$ cat config.mk
export PLATFORM = sky130hd
export DESIGN_NAME = stable_extreme_calibrator_top
export DESIGN_NICKNAME = d
export VERILOG_FILES = /design/src/sec_pkg.sv /design/src/sec_ram.sv /design/src/stable_extreme_calibrator_top.sv
export SDC_FILE = /design/constraint.sdc
export NUM_CORES = 2
export LEC_CHECK = 0
export CAP_MARGIN = 20
export CELL_PAD_IN_SITES_DETAIL_PLACEMENT = 0
export CELL_PAD_IN_SITES_GLOBAL_PLACEMENT = 1
export CORE_MARGIN = 3
export CORE_UTILIZATION = 55
export CTS_CLUSTER_DIAMETER = 150
export CTS_CLUSTER_SIZE = 25
export DETAILED_ROUTE_END_ITERATION = 12
export DONT_BUFFER_PORTS = 1
export GPL_TIMING_DRIVEN = 0
export PLACE_DENSITY_LB_ADDON = 0.05
export SLEW_MARGIN = 25
export SYNTH_ARGS = -nofsm -noshare
export SYNTH_HDL_FRONTEND = slang
export SYNTH_HIERARCHICAL = 1
export SYNTH_SLANG_ARGS = --single-unit
export TNS_END_PERCENT = 50
$ cat constraint.sdc
create_clock -name clk -period 17.5 [get_ports clk]
set_clock_uncertainty 0.15 [all_clocks]
set_input_delay 0.875 -clock clk [delete_from_list [all_inputs] [get_ports clk]]
set_output_delay 0.875 -clock clk [all_outputs]
set_load 0.02 [all_outputs]
$ cat src/sec_pkg.sv
`timescale 1ns / 1ps
package sec_pkg;
	localparam int StabWin = 16;
	localparam int AvgWin = 8;
	localparam int SW = 10;
	localparam int SwAw = $clog2(StabWin);
	localparam int AvAw = $clog2(AvgWin);
	localparam int Axes = 3;
	localparam int Trackers = 12;
	localparam int SumW = SW + AvAw;
	localparam logic [SW-1:0] MaxSample = 10'd1023;
	localparam logic [10:0] ThreshReset = 11'd8;

	typedef enum logic [3:0] {
		ST_IDLE, ST_SWRITE, ST_SSCAN, ST_SDONE, ST_TSEL, ST_TWRITE, ST_TSUM, ST_TFIN, ST_OUT
	} state_t;
endpackage

$ cat src/sec_ram.sv
`timescale 1ns / 1ps
module sec_ram #(
	parameter int Width = 10,
	parameter int Depth = 16
) (
	input  logic                     clk,
	input  logic                     we,
	input  logic [$clog2(Depth)-1:0] waddr,
	input  logic [Width-1:0]         wdata,
	input  logic [$clog2(Depth)-1:0] raddr,
	output logic [Width-1:0]         rdata
);
	logic [Width-1:0] mem [Depth];

	always_ff @(posedge clk) begin
		if (we) begin
			mem[waddr] <= wdata;
		end
		rdata <= mem[raddr];
	end
endmodule

$ cat src/stable_extreme_calibrator_top.sv
`timescale 1ns / 1ps
// One sample transaction of three 10-bit axes produces one result transaction with twelve
// tracker averages. Samples are handled one at a time by a sequencer around two memories,
// each with one write port and one registered read port: a 48-entry store of stability
// windows and a 96-entry store of averaging windows. An item is first accepted. The axes are
// then taken in turn until one is found unsettled: each writes its sample to its stability
// window, and an axis whose 16-entry window has filled is scanned for its spread. Each of the
// twelve trackers is then visited; a tracker that takes the sample writes it to its averaging
// window, and a window that fills is summed into a new average. The item then finishes and
// loads the output register. The input is accepted again as soon as the result sits in the
// output register, and a result that is still waiting there holds back the next one.
module stable_extreme_calibrator_top (
	input  logic        clk,
	input  logic        arst_n,
	input  logic        cfg_valid,
	output logic        cfg_ready,
	input  logic [10:0] cfg_data,
	input  logic        in_valid,
	output logic        in_ready,
	input  logic [9:0]  sample_x,
	input  logic [9:0]  sample_y,
	input  logic [9:0]  sample_z,
	output logic        out_valid,
	input  logic        out_ready,
	output logic [9:0]  stable_min_x,
	output logic [9:0]  stable_max_x,
	output logic [9:0]  stable_min_y,
	output logic [9:0]  stable_max_y,
	output logic [9:0]  stable_min_z,
	output logic [9:0]  stable_max_z,
	output logic [9:0]  extreme_min_x,
	output logic [9:0]  extreme_max_x,
	output logic [9:0]  extreme_min_y,
	output logic [9:0]  extreme_max_y,
	output logic [9:0]  extreme_min_z,
	output logic [9:0]  extreme_max_z
);
	localparam int SW = sec_pkg::SW;
	localparam int SAddrW = $clog2(sec_pkg::Axes * sec_pkg::StabWin);
	localparam int TAddrW = $clog2(sec_pkg::Trackers * sec_pkg::AvgWin);

	sec_pkg::state_t state_q, state_d;
	logic [10:0] thresh_q;
	logic [SW-1:0] samp_q [sec_pkg::Axes];
	logic [1:0] axis_q;
	logic [sec_pkg::SwAw-1:0] spos_q [sec_pkg::Axes];
	logic [sec_pkg::Axes-1:0] armed_q;
	logic [sec_pkg::SwAw:0] scnt_q;
	logic [SW:0] lo_q, hi_q;
	logic all_stable_q;
	logic [3:0] trk_q;
	logic [sec_pkg::AvAw-1:0] tpos_q [sec_pkg::Trackers];
	logic [SW-1:0] avg_q [sec_pkg::Trackers];
	logic [SW-1:0] res_q [sec_pkg::Trackers];
	logic [sec_pkg::AvAw:0] tcnt_q;
	logic [sec_pkg::SumW-1:0] sum_q;
	logic out_valid_q;

	// Sample and average currently involved.
	logic [1:0] t_axis;
	logic [SW-1:0] t_v, t_avg_eff;
	logic t_hit, t_is_max;
	always_comb begin
		t_axis = (trk_q < 4'd6) ? trk_q[2:1] : 2'((trk_q - 4'd6) >> 1);
		t_v = samp_q[t_axis];
		t_is_max = trk_q[0];
		t_avg_eff = avg_q[trk_q];
		if (!t_is_max && t_avg_eff == '0) begin
			t_avg_eff = sec_pkg::MaxSample;
		end
		t_hit = t_is_max ? (t_avg_eff < t_v) : (t_avg_eff > t_v);
	end

	// Memories.
	logic s_we, t_we;
	logic [SAddrW-1:0] s_waddr, s_raddr;
	logic [TAddrW-1:0] t_waddr, t_raddr;
	logic [SW-1:0] s_rdata, t_rdata;

	assign s_we = (state_q == sec_pkg::ST_SWRITE);
	assign s_waddr = SAddrW'(axis_q) * SAddrW'(sec_pkg::StabWin) + SAddrW'(spos_q[axis_q]);
	assign s_raddr = SAddrW'(axis_q) * SAddrW'(sec_pkg::StabWin)
		+ SAddrW'(scnt_q[sec_pkg::SwAw-1:0]);
	assign t_we = (state_q == sec_pkg::ST_TWRITE);
	assign t_waddr = TAddrW'(trk_q) * TAddrW'(sec_pkg::AvgWin) + TAddrW'(tpos_q[trk_q]);
	assign t_raddr = TAddrW'(trk_q) * TAddrW'(sec_pkg::AvgWin)
		+ TAddrW'(tcnt_q[sec_pkg::AvAw-1:0]);

	sec_ram #(.Width(SW), .Depth(sec_pkg::Axes * sec_pkg::StabWin)) u_sram (
		.clk(clk), .we(s_we), .waddr(s_waddr), .wdata(samp_q[axis_q]),
		.raddr(s_raddr), .rdata(s_rdata)
	);
	sec_ram #(.Width(SW), .Depth(sec_pkg::Trackers * sec_pkg::AvgWin)) u_tram (
		.clk(clk), .we(t_we), .waddr(t_waddr), .wdata(t_v),
		.raddr(t_raddr), .rdata(t_rdata)
	);

	logic stab_ok;
	assign stab_ok = (hi_q - lo_q) < {1'b0, thresh_q};
	logic spos_wrap;
	assign spos_wrap = (spos_q[axis_q] == sec_pkg::SwAw'(sec_pkg::StabWin - 1));
	logic tpos_wrap;
	assign tpos_wrap = (tpos_q[trk_q] == sec_pkg::AvAw'(sec_pkg::AvgWin - 1));

	always_comb begin
		state_d = state_q;
		case (state_q)
			sec_pkg::ST_IDLE: if (in_valid) state_d = sec_pkg::ST_SWRITE;
			sec_pkg::ST_SWRITE: begin
				if (armed_q[axis_q] || spos_wrap) state_d = sec_pkg::ST_SSCAN;
				else state_d = sec_pkg::ST_TSEL;
			end
			// Read counter runs one ahead because the memory read is registered.
			sec_pkg::ST_SSCAN: begin
				if (scnt_q == (sec_pkg::SwAw+1)'(sec_pkg::StabWin)) state_d = sec_pkg::ST_SDONE;
			end
			sec_pkg::ST_SDONE: begin
				if (stab_ok && axis_q != 2'd2) state_d = sec_pkg::ST_SWRITE;
				else state_d = sec_pkg::ST_TSEL;
			end
			sec_pkg::ST_TSEL: begin
				if (trk_q == 4'(sec_pkg::Trackers)) state_d = sec_pkg::ST_OUT;
				else if (trk_q < 4'd6 && !all_stable_q) state_d = sec_pkg::ST_TSEL;
				else if (t_hit) state_d = sec_pkg::ST_TWRITE;
			end
			sec_pkg::ST_TWRITE: begin
				if (tpos_wrap) state_d = sec_pkg::ST_TSUM;
				else state_d = sec_pkg::ST_TFIN;
			end
			sec_pkg::ST_TSUM: begin
				if (tcnt_q == (sec_pkg::AvAw+1)'(sec_pkg::AvgWin)) state_d = sec_pkg::ST_TFIN;
			end
			sec_pkg::ST_TFIN: state_d = sec_pkg::ST_TSEL;
			sec_pkg::ST_OUT: if (!out_valid_q || out_ready) state_d = sec_pkg::ST_IDLE;
			default: state_d = sec_pkg::ST_IDLE;
		endcase
	end

	assign in_ready = (state_q == sec_pkg::ST_IDLE);
	assign cfg_ready = (state_q == sec_pkg::ST_IDLE);
	assign out_valid = out_valid_q;

	always_ff @(posedge clk or negedge arst_n) begin
		if (!arst_n) begin
			state_q <= sec_pkg::ST_IDLE;
			thresh_q <= sec_pkg::ThreshReset;
			armed_q <= '0;
			out_valid_q <= 1'b0;
			axis_q <= '0;
			trk_q <= '0;
			scnt_q <= '0;
			tcnt_q <= '0;
			all_stable_q <= 1'b0;
			for (int i = 0; i < sec_pkg::Axes; i++) spos_q[i] <= '0;
			for (int i = 0; i < sec_pkg::Trackers; i++) begin
				tpos_q[i] <= '0;
				avg_q[i] <= '0;
			end
		end else begin
			state_q <= state_d;
			if (state_q == sec_pkg::ST_OUT && (!out_valid_q || out_ready)) out_valid_q <= 1'b1;
			else if (out_ready) out_valid_q <= 1'b0;
			case (state_q)
				sec_pkg::ST_IDLE: begin
					if (cfg_valid) thresh_q <= cfg_data;
					if (in_valid) begin
						samp_q[0] <= sample_x;
						samp_q[1] <= sample_y;
						samp_q[2] <= sample_z;
						axis_q <= '0;
						all_stable_q <= 1'b0;
						trk_q <= '0;
					end
				end
				sec_pkg::ST_SWRITE: begin
					spos_q[axis_q] <= spos_wrap ? '0 : spos_q[axis_q] + 1'b1;
					if (spos_wrap) armed_q[axis_q] <= 1'b1;
					scnt_q <= '0;
					lo_q <= 11'd1024;
					hi_q <= '0;
				end
				sec_pkg::ST_SSCAN: begin
					scnt_q <= scnt_q + 1'b1;
					if (scnt_q != '0) begin
						if ({1'b0, s_rdata} < lo_q) lo_q <= {1'b0, s_rdata};
						if ({1'b0, s_rdata} > hi_q) hi_q <= {1'b0, s_rdata};
					end
				end
				sec_pkg::ST_SDONE: begin
					if (stab_ok && axis_q == 2'd2) all_stable_q <= 1'b1;
					axis_q <= axis_q + 2'd1;
				end
				sec_pkg::ST_TSEL: begin
					if (trk_q != 4'(sec_pkg::Trackers)) begin
						if (trk_q < 4'd6 && !all_stable_q) begin
							trk_q <= trk_q + 4'd1;
						end else begin
							avg_q[trk_q] <= t_avg_eff;
							if (!t_hit) trk_q <= trk_q + 4'd1;
						end
					end
				end
				sec_pkg::ST_TWRITE: begin
					tpos_q[trk_q] <= tpos_wrap ? '0 : tpos_q[trk_q] + 1'b1;
					tcnt_q <= '0;
					sum_q <= '0;
				end
				sec_pkg::ST_TSUM: begin
					tcnt_q <= tcnt_q + 1'b1;
					if (tcnt_q != '0) sum_q <= sum_q + sec_pkg::SumW'(t_rdata);
					if (tcnt_q == (sec_pkg::AvAw+1)'(sec_pkg::AvgWin))
						avg_q[trk_q] <= SW'((sum_q + sec_pkg::SumW'(t_rdata)) >> sec_pkg::AvAw);
				end
				sec_pkg::ST_TFIN: trk_q <= trk_q + 4'd1;
				sec_pkg::ST_OUT: begin
					if (!out_valid_q || out_ready) begin
						for (int i = 0; i < sec_pkg::Trackers; i++) res_q[i] <= avg_q[i];
					end
				end
				default: ;
			endcase
		end
	end

	assign stable_min_x = res_q[0];
	assign stable_max_x = res_q[1];
	assign stable_min_y = res_q[2];
	assign stable_max_y = res_q[3];
	assign stable_min_z = res_q[4];
	assign stable_max_z = res_q[5];
	assign extreme_min_x = res_q[6];
	assign extreme_max_x = res_q[7];
	assign extreme_min_y = res_q[8];
	assign extreme_max_y = res_q[9];
	assign extreme_min_z = res_q[10];
	assign extreme_max_z = res_q[11];
endmodule

==> out/metrics.csv <==
stage,metric,value,unit
outcome,status,"complete, no violations",
drt,Starting DRT DRC Count,4508,
clock_network,Worst-path clk slew,0.12,ns
worst_setup_path,"Largest stage delay, worst path",1.15,ns
worst_setup_path,CP Capture Type,flip-flop,
worst_setup_path,crit path kind,flip-flop to flip-flop,
worst_setup_path,Crit path arrival time,6.91,ns
finish,P&R area growth vs syn,8.22,%
run,Max-cap violations,0,
global_route,Total Routing Usage GR,0.281,
sta,RSZ-0062 raised after global routing,false,
logic_synthesis,"FF+latch count, synth",1847,
clock_network,post-CTS setup buffer count,0,
sta,Max Clock Freq,149,MHz
logic_synthesis,Mapped Nets,4107,
finish,register area,54200,sq um
power_and_ir_drop,Max VDD drop,0.123,mV
placed_design,PortBufs,0,
sta,period utilisation layout,0.385,
drt,number of vias per cell,6.53,
worst_setup_path,CP max stage cell,nor2_1,
finish,"most common cell after layout, fill and taps aside",edfxtp_1,
worst_setup_path,CP cell instances,buf_2 > buf_1 > clkbuf_1 > mux4_2 > mux2i_1 > o21ai_1 > clkbuf_1 > nor2b_1 > nand2_1 > nor2_1,
worst_setup_path,"Req. time, crit path",17.68,ns
power_and_ir_drop,overall power,13.1,mW
sta,Final setup viols,0,
clock_network,post-cts sizing count,0,
clock_network,Clock Sinks,1847,
clock_network,H-tree Lvls,3,
finish,layout cell share with drive strength beyond 1,0.208,
worst_setup_path,CP max FO,13,
drt,Pre-antenna DRT Iters,6,
die,# rows,134,
power_and_ir_drop,Power Dens Cells,163,nW/um^2
logic_synthesis,synth unique cells,74,
logic_synthesis,cell area after synthesis,74300,sq um
global_route,largest net degree at the start of global routing,204,
sta,Setup TNS Final,0,ns
finish,Final #Nets,4248,
drt,routed wire length,196000,um
global_route,initial antenna violation count,6,
clock_network,worst skew pair latency,0.73,ns
sta,final worst slack,10.77,ns
logic_synthesis,post-synthesis sequential area ratio,0.731,
die,die width,373,um
sta,Slew Limit Headroom,0.144,
sta,Final Hold Fails,0,
drt,Antenna Nets Post-Route,0,
logic_synthesis,"EDFF count, synth",1624,
logic_synthesis,ys async rst share,0.110,
logic_synthesis,Synth warnings,6,
clock_network,CTS buffer count,83,
sta,Hold Slack,0.0984,ns
global_route,total gr overflow,0,
global_route,vias in the first global route,38000,
logic_synthesis,Mean Syn Cell Area,18.6,sq um
placed_design,Placer Congestion,0.945,
finish,area occupied by multi-input gates,19100,sq um
clock_network,TritonCTS clock tree,done,
finish,most frequent cells in the layout,"edfxtp_1 (1624), mux4_2 (317), mux2i_1 (265)",
placed_design,HPWL Detailed,134000,um
clock_network,Max Buffers Root-to-Sink,3,
worst_setup_path,CP dominant cell by count,clkbuf_1,
sta,Final Max Slew Viols,0,
worst_setup_path,Reg2Reg Launch Point,trk_q[1],
die,die footprint,139000,sq um
min_path,HP Class,primary input to flip-flop,
power_and_ir_drop,Leak,26.9,nW
clock_network,Root Buffer,clkbuf_16,
drt,Vias,38700,
die,I/O pin cnt,169,
worst_setup_path,Critical path origin,trk_q[1],
placed_design,Setup WS pre-CTS,10.55,ns
logic_synthesis,ys flop type,edfxtp_1,
worst_setup_path,Startpoint Class,flip-flop,
die,Die H,373,um
sta,Final Critical Period,6.73,ns
drt,DR WL/cell,33.1,um
finish,FILL cells,9741,
global_route,first-pass GRT wire length,280000,um
logic_synthesis,post-synthesis cell count,3985,
min_path,hold path start,sample_x[7],
drt,number of remaining DRC errors,0,
finish,fin util,0.601,
die,Core Box Area,134000,sq um
sta,measured slew at the worst slew-check pin,1.28,ns
die,Initial Util,0.555,
[power by group]
| part | leakage [nW] | internal, mW | total, mW | switching [mW] |
|---|---|---|---|---|
| registers | 17.5 | 5.67 | 5.85 | 0.180 |
| clock network | 1.09 | 0.888 | 2.19 | 1.30 |
| logic | 8.31 | 1.76 | 5.07 | 3.31 |
[cells in the mapped netlist, types with 22 or more instances]
cell / count / area [sq um]
nand3_1: 52 / 260
buf_4: 33 / 248
a22o_1: 31 / 272
o21ai_0: 77 / 385
nand2b_1: 26 / 163
inv_1: 67 / 251
buf_2: 52 / 260
and2_1: 22 / 138
nor2_1: 208 / 781
mux4_2: 317 / 7140
a21oi_1: 65 / 325
ha_1: 74 / 926
nand2_1: 176 / 661
a22oi_1: 89 / 668
mux2_2: 157 / 1770
edfxtp_1: 1624 / 48800
clkbuf_1: 78 / 293
a221oi_1: 34 / 298
a21o_1: 24 / 180
dfrtp_1: 202 / 5050
nor2b_1: 34 / 213
mux2i_1: 265 / 2650
[sequential cells by signal (all words and copies together) (netlist names)]
signal	flops
u_tram/mem	960
u_sram/mem	480
avg_q	120
res_q	120
tpos_q	36
samp_q	30
sum_q	13
spos_q	12
lo_q	11
thresh_q	11
hi_q	10
u_sram/rdata	10
u_tram/rdata	10
scnt_q	5
state_q	4
tcnt_q	4
trk_q	4
armed_q	3
axis_q	2
all_stable_q	1
out_valid	1
[worst paths after layout]
path | slack, ns | endpoint | depth (start not counted)
max reg2reg | 10.77 | u_tram/mem[12][9] | 10
min in group asynchronous | 0.52 | thresh_q[1] | 2
min reg2reg | 0.32 | res_q[1][39] | 0
min | 0.1 | samp_q[0][7] | 0
max | 10.77 | u_tram/mem[12][9] | 10
max in group asynchronous | 15.57 | avg_q[13] | 3
[kinds of logic (layout without fill, tap and decap cells)]
group / after synthesis / after routing / share of synthesized area
other cells: 0 / 4 / 0
flops: 1847 / 1847 / 0.731
xor+xnor: 18 / 18 / 0.00212
simple gates: 592 / 592 / 0.0365
buf+inv: 266 / 442 / 0.0179
fa+ha+maj: 76 / 76 / 0.0130
compound gates: 427 / 427 / 0.0411
mux: 759 / 759 / 0.159
[metal layers]
layer  up-vias  track usage  routed length [um]
met2      1704        0.428               89600
met3       299       0.0597               17000
met1     20600        0.416               82700
met4         4       0.0838                6700
li1      16200            -                   -
met5         -            0                  21
[per-stage QoR]
stage                     instances  instance area, sq um
after floorplan                3985                 74300
final                          5933                 80400
after global routing           5929                 80300
after detailed placement       5806                 77900
after CTS                      5927                 80200
after global placement         5753                 76500
[what timing repair did]
action | CTS | global route
endpoints found under the setup margin | 0 | 0
endpoints found under the hold margin | 203 | 71
hold buffers | 1 | 1
[cell type report]
cell class,count,share of cell area
Sequential cell,1847,0.675
Multi-Input combinational cell,1872,0.237
Tap cell,1768,0.0275
Clock buffer,113,0.0272
Timing Repair Buffer,56,0.0148
Buffer,199,0.0135
Inverter,67,0.00341
Clock inverter,7,0.000856
Antenna cell,4,0.000125
[worst max-delay path, delay by kind of cell (launching register included)]
family,cells,cell delay [ns]
mux,2,0.43
compound gates,1,0.68
buf+inv,4,2.04
flops,1,0.84
simple gates,3,2.18
(Power assumes the default switching activity.)
